===== config.mk =====
export PLATFORM = sky130hd
export DESIGN_NAME = msq_queue
export DESIGN_NICKNAME = d
export VERILOG_FILES = /design/src/hw/rtl/msq_pkg.sv /design/src/hw/rtl/msq_queue.sv
export SDC_FILE = /design/constraint.sdc
export NUM_CORES = 1
export LEC_CHECK = 0
export BUFFER_PORTS_ARGS = -buffer_cell sky130_fd_sc_hd__buf_2
export CAP_MARGIN = 20
export CORE_MARGIN = 3
export CORE_UTILIZATION = 50
export CTS_BUF_LIST = sky130_fd_sc_hd__clkbuf_16
export DETAILED_ROUTE_END_ITERATION = 7
export PLACE_DENSITY = 0.74
export RECOVER_POWER = 25
export SLEW_MARGIN = 0
export SYNTH_ARGS = -nofsm -noshare
export SYNTH_HDL_FRONTEND = slang
export SYNTH_SLANG_ARGS = --single-unit

===== constraint.sdc =====
create_clock -name clk -period 7.4 [get_ports clk]
set_clock_uncertainty 0.2 [all_clocks]
set_input_delay 0.37 -clock clk [delete_from_list [all_inputs] [get_ports clk]]
set_output_delay 0.37 -clock clk [all_outputs]
set_load 0.02 [all_outputs]

===== src/hw/rtl/msq_pkg.sv =====
// Shared types, constants and the segment table of the marching squares block.
package msq_pkg;

	localparam int unsigned FVAL_W = 32;
	localparam int unsigned SIZE_W = 23;
	localparam int unsigned COORD_W = 24;
	localparam int unsigned CODE_W = 4;
	localparam int unsigned PROD_W = FVAL_W + SIZE_W;
	localparam int unsigned DIV_STEPS = SIZE_W;
	localparam int unsigned QDEPTH = 4;
	localparam int unsigned QPTR_W = $clog2(QDEPTH);
	localparam int unsigned IN_W = 4 * FVAL_W + 2 * COORD_W;
	localparam int unsigned OUT_W = 4 * COORD_W;

	localparam logic [1:0] REG_THRESHOLD = 2'd0;
	localparam logic [1:0] REG_CELL_WIDTH = 2'd1;
	localparam logic [1:0] REG_CELL_HEIGHT = 2'd2;

	localparam logic [FVAL_W-1:0] THRESHOLD_RST = 32'd13107;
	localparam logic [SIZE_W-1:0] CELL_SIZE_RST = 23'd3277;

	localparam logic [1:0] CORNER_LL = 2'd0;
	localparam logic [1:0] CORNER_LR = 2'd1;
	localparam logic [1:0] CORNER_UR = 2'd2;
	localparam logic [1:0] CORNER_UL = 2'd3;

	localparam logic [CODE_W-1:0] CODE_EMPTY = 4'd0;
	localparam logic [CODE_W-1:0] CODE_FULL = 4'd15;
	localparam logic [CODE_W-1:0] CODE_SADDLE_A = 4'd5;
	localparam logic [CODE_W-1:0] CODE_SADDLE_B = 4'd10;

	// One endpoint job: the moving axis gets mov +/- num * size / den.
	typedef struct packed {
		logic [FVAL_W-1:0] num;
		logic [FVAL_W-1:0] den;
		logic [SIZE_W-1:0] size;
		logic neg;
		logic axis_y;
		logic signed [COORD_W:0] mov;
		logic signed [COORD_W:0] fix;
	} msq_end_t;

	typedef struct packed {
		msq_end_t p0;
		msq_end_t p1;
		logic [CODE_W-1:0] code;
		logic last;
	} msq_job_t;

	// Edge corners of a segment: {start above, start below, end above, end below}.
	function automatic logic [7:0] seg_edges(logic [CODE_W-1:0] code, logic seg);
		logic [7:0] e;
		e = '0;
		case (code)
			4'd1: e = {CORNER_UL, CORNER_LL, CORNER_UL, CORNER_UR};
			4'd2: e = {CORNER_UR, CORNER_LR, CORNER_UR, CORNER_UL};
			4'd3: e = {CORNER_UL, CORNER_LL, CORNER_UR, CORNER_LR};
			4'd4: e = {CORNER_LR, CORNER_LL, CORNER_LR, CORNER_UR};
			4'd5: e = seg ? {CORNER_LR, CORNER_UR, CORNER_UL, CORNER_UR}
			              : {CORNER_LR, CORNER_LL, CORNER_UL, CORNER_LL};
			4'd6: e = {CORNER_LR, CORNER_LL, CORNER_UR, CORNER_UL};
			4'd7: e = {CORNER_LR, CORNER_LL, CORNER_UL, CORNER_LL};
			4'd8: e = {CORNER_LL, CORNER_LR, CORNER_LL, CORNER_UL};
			4'd9: e = {CORNER_LL, CORNER_LR, CORNER_UL, CORNER_UR};
			4'd10: e = seg ? {CORNER_UR, CORNER_UL, CORNER_LL, CORNER_UL}
			               : {CORNER_LL, CORNER_LR, CORNER_UR, CORNER_LR};
			4'd11: e = {CORNER_LL, CORNER_LR, CORNER_UR, CORNER_LR};
			4'd12: e = {CORNER_LL, CORNER_UL, CORNER_LR, CORNER_UR};
			4'd13: e = {CORNER_LR, CORNER_UR, CORNER_UL, CORNER_UR};
			4'd14: e = {CORNER_LL, CORNER_UL, CORNER_UR, CORNER_UL};
			default: e = '0;
		endcase
		return e;
	endfunction

endpackage


===== src/hw/rtl/msq_queue.sv =====
// Short job queue between the front end and the arithmetic back end.
module msq_queue (
	input  logic clk,
	input  logic arst_n,
	input  logic push,
	input  msq_pkg::msq_job_t push_data,
	output logic full,
	input  logic pop,
	output logic pop_valid,
	output msq_pkg::msq_job_t pop_data
);
	import msq_pkg::*;

	msq_job_t mem_q [QDEPTH];
	logic [QPTR_W-1:0] wr_q;
	logic [QPTR_W-1:0] rd_q;
	logic [QPTR_W:0] cnt_q;
	logic do_push;
	logic do_pop;

	assign full = cnt_q == (QPTR_W+1)'(QDEPTH);
	assign pop_valid = cnt_q != '0;
	assign pop_data = mem_q[rd_q];
	assign do_push = push && !full;
	assign do_pop = pop && pop_valid;

	always_ff @(posedge clk or negedge arst_n) begin
		if (!arst_n) begin
			wr_q <= '0;
			rd_q <= '0;
			cnt_q <= '0;
		end else begin
			if (do_push) wr_q <= wr_q + 1'b1;
			if (do_pop) rd_q <= rd_q + 1'b1;
			if (do_push && !do_pop) cnt_q <= cnt_q + 1'b1;
			else if (do_pop && !do_push) cnt_q <= cnt_q - 1'b1;
		end
	end

	always_ff @(posedge clk) begin
		if (do_push) mem_q[wr_q] <= push_data;
	end

endmodule


==> results of run 1 <==
[layout by cell type, fill, tap and decap left out, types with 13 or more instances in the layout]
cell type      instances
clkbuf_16            111
dlygate4sd3_1        287
clkinv_1              25
bufinv_16             13
edfxtp_1            1132
mux4_2               155
clkinv_2              23
clkbuf_1             169
inv_1                 26
diode_2               18
mux4_1               128
buf_2                402
[worst min path at each step]
| stage | from | endpoint | slack [ns] | cells after the start |
|---|---|---|---|---|
| global placement | arst_n | rd_q[1]$_DFFE_PN0P_ | 0.007 | 1 |
| detailed placement | arst_n | rd_q[1]$_DFFE_PN0P_ | 0.01 | 1 |
| global route | push_data[241] | mem_q[2][241]$_DFFE_PP_ | 0.28 | 2 |
| CTS | push_data[250] | mem_q[2][250]$_DFFE_PP_ | 0.19 | 2 |
| floorplan | arst_n | cnt_q[0]$_DFFE_PN0P_ | -0.13 | 0 |
| finish | push_data[30] | mem_q[3][30]$_DFFE_PP_ | 0.29 | 2 |
[routing by layer]
metal	up-vias	GRT usage [%]	part of all wire (%)
met3	177	5.79	7.8
met4	4	8.15	4.0
li1	8615	-	-
met1	10400	25.1	37
met2	751	34.0	52
met5	-	0	0.029
[state kept, by name (all words and copies together), names as in the netlist]
signal	count
mem_q	1132
cnt_q	3
rd_q	2
wr_q	2
[Yosys cell counts]
cell type  number
buf_6          26
nor2_1          1
ha_1            5
mux2_2          2
buf_8           3
mux4_2        155
nand2_1         1
nor3b_1         1
nor2b_1         1
and2_1          4
fa_1            1
xor2_1          2
inv_1           3
or3_1           1
dfrtp_1         7
clkbuf_1        6
buf_2          30
nand3_1         1
xnor2_1         4
mux4_1        128
edfxtp_1     1132
[final cells by class]
type / count / area [µm²] / share of cell area [%]
multi-input cells: 307 / 7080 / 13.6
inverters: 3 / 11.3 / 0.0216
repair buffers: 875 / 5770 / 11.1
well taps: 1070 / 1340 / 2.57
clock inverters: 98 / 880 / 1.69
diodes: 18 / 45.0 / 0.0865
clock buffers: 111 / 2780 / 5.33
flip-flops and latches: 1139 / 34200 / 65.6
[through the flow]
stage,cell area [µm²],cells
after global routing,52100,3613
after detailed placement,45700,3107
after CTS,52200,3603
after global placement,45700,3106
after floorplan,41800,1514
final,52100,3621
[power breakdown]
group	switching [mW]	internal (mW)	leakage, nW
combinational	4.01	2.50	5.55
sequential	0.359	8.54	10.4
clock	2.36	3.20	1.87
total	6.73	14.2	17.9
[logic make-up (layout without fill, tap and decap cells)]
family / count (synthesis) / count (layout) / synth area share, %
AND/OR/NAND/NOR: 10 / 10 / 0.138
multiplexers: 285 / 285 / 16.5
flip-flops: 1139 / 1139 / 81.8
buffers and inverters: 68 / 1087 / 1.25
XOR/XNOR: 6 / 6 / 0.126
other: 0 / 18 / 0
adder cells (fa/ha/maj): 6 / 6 / 0.198
[worst reg2reg max path, cell delays in order (launching register included)]
cell     delay [ns]
dfrtp_1        0.41
nor3b_1        0.16
nor2b_1        0.46
and2_4         0.96
buf_12         0.71
==> impl_metrics.ini, run 1 <==
[run_status]
status = finished clean

[setup_path]
crit_path_top_delay_cell = dfrtp_4
setup.worst_path.class = flop to output port
path_delay_family = flip-flops
critPathLaunch = rd_q[0]$_DFFE_PN0P_
rr_startpoint = cnt_q[2]$_DFFE_PN0P_
endpoint = pop_data[183]
crit_buf_inv = 2
cp_num_cells = 3
required_ns = 6.83
crit_chain = buf_12 > mux4_1 > buf_2
cp_max_fo = 118
crit_path_start_kind = flop
reg2reg_depth = 4
critical_path.max_stage_delay_ns = 1.00
regToRegSetupSlack_ns = 3.89
endpoint_kind = output port
r2r_end = mem_q[1][190]$_DFFE_PP_
cp.arrival_ns = 3.54

[logic_synthesis]
seq_area_frac_synth_pct = 81.8
syn_inst = 1514
avgSynthCellArea_um2 = 27.6
synth_nets = 1807
yosysTopAreaCell = edfxtp_1
yosysUniqueCellTypes = 21
yosysWarnings = 0
synthTopCellsByArea = edfxtp_1 81%, mux4_2 8.4%, mux4_1 8.1%
yosysTopAreaCellShare_pct = 81.4
synthesis.area_um2 = 41800
synth_seq_cells = 1139

[finish]
n_fill_cell = 5422
syn_to_final_growth_pct = 24.7
drive_gt1_share_pct = 29.3
fin_nets = 2730
final_util_pct = 63.2

[die]
die_w_um = 295
io_pins = 572
start_util_pct = 50.7
dieArea_um2 = 87000
die_y_um = 295
core_um2 = 82400
rows = 105

[route]
drtAntennaViolNets = 0
drt_iter0_drc = 1358
wl_um = 89100
routed_via_density = 5.51
drtPass1Iterations = 5
wl_per_cell_um = 24.6
vias = 19900
drc = 0

[clock_tree]
ctsHoldBuffers = 287
post_cts_buffers = 0
cts_resized = 0
cts_tree = yes
htreeDepth = 3
clock_sinks = 1139
clk_latency_ns = 0.66
clk_pin_slew_ns = 0.06
cts-root-buf = clkbuf_16
numCtsBuffers = 111
clockBufferDepth = 3

[sta]
slew_headroom_pct = 20.6
layout_setup_ws_ns = 3.29
fmax_mhz = 243
drv_slew = 0
rsz0062_at_grt = false
min_period_ns = 4.11
hold_ws_ns = 0.295
tightest_slew_ns = 1.19
tns_ns = 0
hold_viol_final = 0
fin_crit_sh_pct = 55.6
setup_viol = 0

[power_and_ir_drop]
power-per-cell-area_nw_per_um2 = 403
p_leak_nw = 17.9
power_mw = 21.0
ir_drop_v = 0.000419

[placed_design]
numPortBuffers = 571
post-place-ws_ns = 3.91
place_congestion = 0.759
dp_hpwl_um = 51100

[global_routing]
grt_pass1_vias = 21200
grt_max_degree = 143
track_usage_pct = 20.2
antenna_found_initial = 16
grt_pass1_wl_um = 132000
grt_overflow_total = 0

[run]
cap_violations = 0

[min_path]
hold_class = input pin to flop
Power figures use the tool's default switching activity.
==> inputs of run 2 (changes only) <==
clock period = 3.5 ns   (was 7.4 ns; I/O delays follow)
==> run 2 against run 1 <==
Net effect:
- setup slack got worse by 3.0 ns
- first-iteration DRC count fell by 7.4%
- final area rose by 0.41%
- global-route usage rose by 0.89 points
- via count rose by 0.68%
- critical path depth did not move
- critical path type unchanged
- largest cell class unchanged
- highest routed layer unchanged
==> impl_metrics.ini, run 2 (synthesized netlist as in run 1, its figures left out) <==
[run_status]
status = finished clean

[finish]
reg_top3 = mem_q (1132), cnt_q (3)
final_util_pct = 63.5
syn_to_final_growth_pct = 25.2
drive_gt1_share_pct = 29.7
layout_common_cells = 1132 x edfxtp_1, 400 x buf_2, 290 x dlygate4sd3_1, 171 x clkbuf_1, 155 x mux4_2
top_register = mem_q
fin_nets = 2761
largest_reg_flops = 1132
final_cell_count_no_fill = 3644
layout_commonest_cell = edfxtp_1

[setup_path]
setup.worst_path.class = flop to output port
cp.arrival_ns = 2.85
crit_buf_inv = 2
path_delay_family = flip-flops
critical_path.max_stage_delay_ns = 0.83
required_ns = 3.12
crit_path_start_kind = flop
crit_chain = buf_4 > mux4_1 > buf_2
crit_path_top_delay_cell = dfrtp_4
cp_max_fo = 24
endpoint_kind = output port

[placed_design]
dp_hpwl_um = 53600
place_congestion = 0.783
dp.cells = 3136
numPortBuffers = 571

[power_and_ir_drop]
ir_drop_v = 0.000535
p_leak_nw = 18.0
power-per-cell-area_nw_per_um2 = 845

[die]
dieArea_um2 = 87000
start_util_pct = 50.7
rows = 105
io_pins = 572
die_y_um = 295
core_um2 = 82400
die_w_um = 295

[global_routing]
grt_pass1_wl_um = 137000
track_usage_pct = 21.1
grt_max_degree = 91
antenna_found_initial = 19
grt_pass1_vias = 21700
grt_overflow_total = 0

[sta]
fin_crit_sh_pct = 92.2
fmax_mhz = 310
slew_headroom_pct = 56.5
tightest_slew_ns = 0.652
min_period_ns = 3.23
tns_ns = 0
setup_viol = 0
hold_viol_final = 0
hold_ws_ns = 0.0873
rsz0062_at_grt = false
drv_slew = 0

[route]
drtAntennaViolNets = 0
vias = 20100
drtPass1Iterations = 7
wl_per_cell_um = 25.2
routed_via_density = 5.51
wl_um = 92000
drt_iter0_drc = 1258
drc = 0

[clock_tree]
htreeDepth = 3
clk_pin_slew_ns = 0.06
clockBufferDepth = 3
cts_tree = yes
clk_latency_ns = 0.66
cts-root-buf = clkbuf_16
numCtsBuffers = 110
post_cts_buffers = 0
clock_sinks = 1139

[run]
cap_violations = 0

[min_path]
hold_class = input pin to flop
[run 2: cell count changes in the layout (fill, tap and decap cells not counted), moves of 5 or more]
cell,delta
clkinv_2,-5
bufinv_16,-6
buf_4,+18
buf_12,+12
[run 2: cell type report]
class,instances,area (µm²)
fill,5325,30100
timing repair buffer,907,6140
clock buffer,112,2800
multi-input combinational,307,7080
tap,1070,1340
inverter,3,11.3
sequential,1139,34200
antenna,17,42.5
clock inverter,89,691
[run 2: worst register-to-register path, delay by kind of cell, from the launching register on]
family | cells | cell delay (ns)
flip-flops | 1 | 0.39
AND/OR/NAND/NOR | 3 | 1.03
buffers and inverters | 1 | 0.42
[run 2: where the power goes]
| group | switching, mW | total, mW | internal, mW |
|---|---|---|---|
| Combinational | 8.65 | 14.2 | 5.54 |
| Clock | 4.91 | 11.2 | 6.33 |
| Sequential | 0.769 | 18.8 | 18.0 |
[run 2: path summary, 6_finish.rpt]
| check | startpoint | to | slack, ns | depth (start not counted) |
|---|---|---|---|---|
| worst min register to register | cnt_q[2]$_DFFE_PN0P_ | cnt_q[2]$_DFFE_PN0P_ | 0.29 | 1 |
| worst max register to register | cnt_q[2]$_DFFE_PN0P_ | mem_q[3][24]$_DFFE_PP_ | 0.93 | 4 |
| max in group asynchronous | arst_n | rd_q[1]$_DFFE_PN0P_ | 2.50 | 3 |
| worst max-delay path | rd_q[0]$_DFFE_PN0P_ | pop_data[216] | 0.27 | 3 |
| worst min-delay path | push_data[114] | mem_q[0][114]$_DFFE_PP_ | 0.09 | 2 |
| min in group asynchronous | arst_n | wr_q[0]$_DFFE_PN0P_ | 0.32 | 3 |
[run 2: stage by stage]
step	area (µm²)	worst slack [ns]	power, mW
after CTS	52500	0.209	44.6
after global routing	52300	0.138	46.0
final	52300	0.274	44.2
after floorplan	41800	0.0165	28.3
after detailed placement	46100	0.913	33.0
after global placement	46100	0.941	32.8
[run 2: repair_timing]
item,in CTS,in global routing
endpoints found under the hold margin,1147,0
hold buffers,290,0
gates resized for setup,0,0
[run 2: per-layer routing]
metal	part of all wire, %	track usage [%]
met2	52	36.7
met4	3.1	6.85
met5	0.052	0
met3	8.8	6.52
met1	36	25.4
==> inputs of run 3 (changes only) <==
ABC_AREA = 1   (was not set)
PLACE_DENSITY = 0.73   (was 0.74)
==> run 3 against run 2 <==
Net effect:
- die area increased by 7.3%
- non-clock buffer count grew 65
- synthesized area up 7.4%
- sequential power hardly changed
- clock-buffer cell count rose by 5
- sequential cell count unchanged
- final area increased by 7.2%
==> impl_metrics.ini, run 3 <==
[logic_synthesis]
async_flop_share_pct = 0.615
yosysWarnings = 0
seq_area_frac_synth_pct = 76.1
yosysTopAreaCell = edfxtp_1
synth_edf_count = 1132
avgSynthCellArea_um2 = 13.3
synth_common_cells = 1132 x edfxtp_1, 867 x nand2_1, 580 x inv_1
yosysUniqueCellTypes = 18
synthTopCellsByArea = edfxtp_1 76%, o211ai_1 9.5%, nand2_1 7.3%
synthesis.area_um2 = 44900
syn_inst = 3362
yosysMostFrequentCell = edfxtp_1
yosysTopAreaCellShare_pct = 75.8
synth_nets = 3655
synth_ff_type = edfxtp_1
synth_seq_cells = 1139

[clock_tree]
clockBufferDepth = 3
numCtsBuffers = 112
htreeDepth = 3
cts-root-buf = clkbuf_16
clk_pin_slew_ns = 0.06
cts_resized = 0
clock_sinks = 1139
cts_tree = yes
clk_latency_ns = 0.67

[power_and_ir_drop]
power-per-cell-area_nw_per_um2 = 847
p_leak_nw = 22.2
ir_drop_v = 0.000660

[setup_path]
endpoint_kind = output port
crit_path_start_kind = flop
cp_max_fo = 75
rr_startpoint = cnt_q[0]$_DFFE_PN0P_
required_ns = 3.12
r2r_end = mem_q[0][132]$_DFFE_PP_
reg2reg_depth = 6
cp.arrival_ns = 2.73
setup.worst_path.class = flop to output port
regToRegSetupSlack_ns = 1.21

[sta]
min_period_ns = 3.10
fmax_mhz = 322
setup_viol = 0
hold_ws_ns = 0.0829
rsz0062_at_grt = false
fin_crit_sh_pct = 88.6
hold_viol_final = 0
drv_slew = 0
slew_headroom_pct = 41.8
tns_ns = 0
tightest_slew_ns = 0.873

[finish]
design_area_um2 = 56000
n_fill_cell = 6286
drive_gt1_share_pct = 14.3
layout_commonest_cell = edfxtp_1
fin_nets = 4553
final_cell_count_no_fill = 5529
top_register = mem_q
final_util_pct = 63.2
syn_to_final_growth_pct = 24.9
reg_top3 = mem_q (1132), cnt_q (3)
largest_reg_flops = 1132
layout_common_cells = 1132 x edfxtp_1, 866 x nand2_1, 613 x inv_1, 566 x o211ai_1, 405 x buf_2

[die]
core_um2 = 88600
start_util_pct = 50.6
io_pins = 572
die_w_um = 306
dieArea_um2 = 93400
die_y_um = 306
rows = 109

[placed_design]
numPortBuffers = 571
post_dp_cell_area_um2 = 49300
place_congestion = 0.794
dp_hpwl_um = 59400
dp.cells = 4970

[route]
topRoutingLayerUsed = met5
route.met2.wl_um = 53800
vias = 28800
drtPass1Iterations = 5
met1_length_um = 39100
met3WireLength_um = 6760
drc = 0
wl_per_cell_um = 18.7
routed_via_density = 5.21
drtAntennaViolNets = 0
wl_um = 103000
drt_iter0_drc = 2366

[global_routing]
grt_pass1_wl_um = 159000
grt_pass1_vias = 28700
grt_overflow_total = 0
track_usage_pct = 21.8
antenna_found_initial = 12
grt_max_degree = 135

[min_path]
min_path_cells = 2
hold_class = input pin to flop
min_from = push_data[28]
whs_endpoint = mem_q[2][28]$_DFFE_PP_

[run_status]
status = finished clean

[run]
cap_violations = 0
[run 3: changes by cell type after synthesis, moves of 6 or more]
cell,delta
mux4_2,-155
o211ai_1,+566
buf_2,+70
inv_1,+577
mux4_1,-128
buf_6,-23
nand2_1,+866
nand3_1,+6
clkbuf_1,+66
buf_1,+11
[run 3: worst max-delay path by stage]
| stage | from | to | slack [ns] | cells after the start |
|---|---|---|---|---|
| floorplan | cnt_q[0]$_DFFE_PN0P_ | mem_q[0][0]$_DFFE_PP_ | -2.01 | 4 |
| global placement | rd_q[1]$_DFFE_PN0P_ | pop_data[269] | 1.07 | 5 |
| detailed placement | rd_q[1]$_DFFE_PN0P_ | pop_data[269] | 1.08 | 5 |
| CTS | rd_q[1]$_DFFE_PN0P_ | pop_data[269] | 0.31 | 5 |
| global route | rd_q[1]$_DFFE_PN0P_ | pop_data[81] | 0.23 | 5 |
| finish | rd_q[1]$_DFFE_PN0P_ | pop_data[167] | 0.40 | 5 |
[run 3: routing by layer]
metal  up-vias  GRT usage [%]
li1      13600              -
met1     14000           26.0
met2       978           39.0
met3       206           4.52
met4         6           8.24
met5         -              0
[run 3: final cells by class]
type	instances	area [µm²]	share of cell area (%)
Tap cell	1165	1460	2.60
Antenna cell	11	27.5	0.0491
Timing Repair Buffer	972	6960	12.4
Clock buffer	117	2930	5.23
Inverter	582	2200	3.93
Sequential cell	1139	34200	61.0
Multi-Input combinational cell	1453	7700	13.7
Clock inverter	90	584	1.04
[run 3: logic make-up (layout without fill, tap and decap cells)]
logic type,count (synthesis),after routing,synth area share [%]
buffers and inverters,770,1761,6.79
AOI/OAI and AO/OA,567,567,9.48
adders and majority gates,6,6,0.184
and+or+nand+nor,879,879,7.38
other,0,11,0
DFF,1139,1139,76.1
xor gates and xnor gates,1,1,0.0195
[run 3: repair_timing]
action                    4_1_cts  5_1_grt
buffers inserted                0        0
hold endpoints to repair     1322        0
hold buffers                  341        0
[run 3: through the flow]
| stage | setup WS, ns | power (mW) |
|---|---|---|
| after CTS | 0.314 | 47.6 |
| after detailed placement | 1.08 | 35.9 |
| final | 0.397 | 47.5 |
| after global routing | 0.230 | 49.9 |
| after global placement | 1.07 | 35.6 |
| after floorplan | -2.01 | 30.0 |
[run 3: critical path: stages (launching register included)]
cell      delay [ns]
dfrtp_4         0.67
inv_8           0.40
buf_12          0.34
o211ai_1        0.18
nand2_1         0.10
buf_2           0.17
[run 3: where the power goes]
group / internal [mW] / switching, mW
Sequential: 17.9 / 0.624
Combinational: 5.11 / 12.4
Clock: 6.51 / 4.87
Total: 29.5 / 17.9
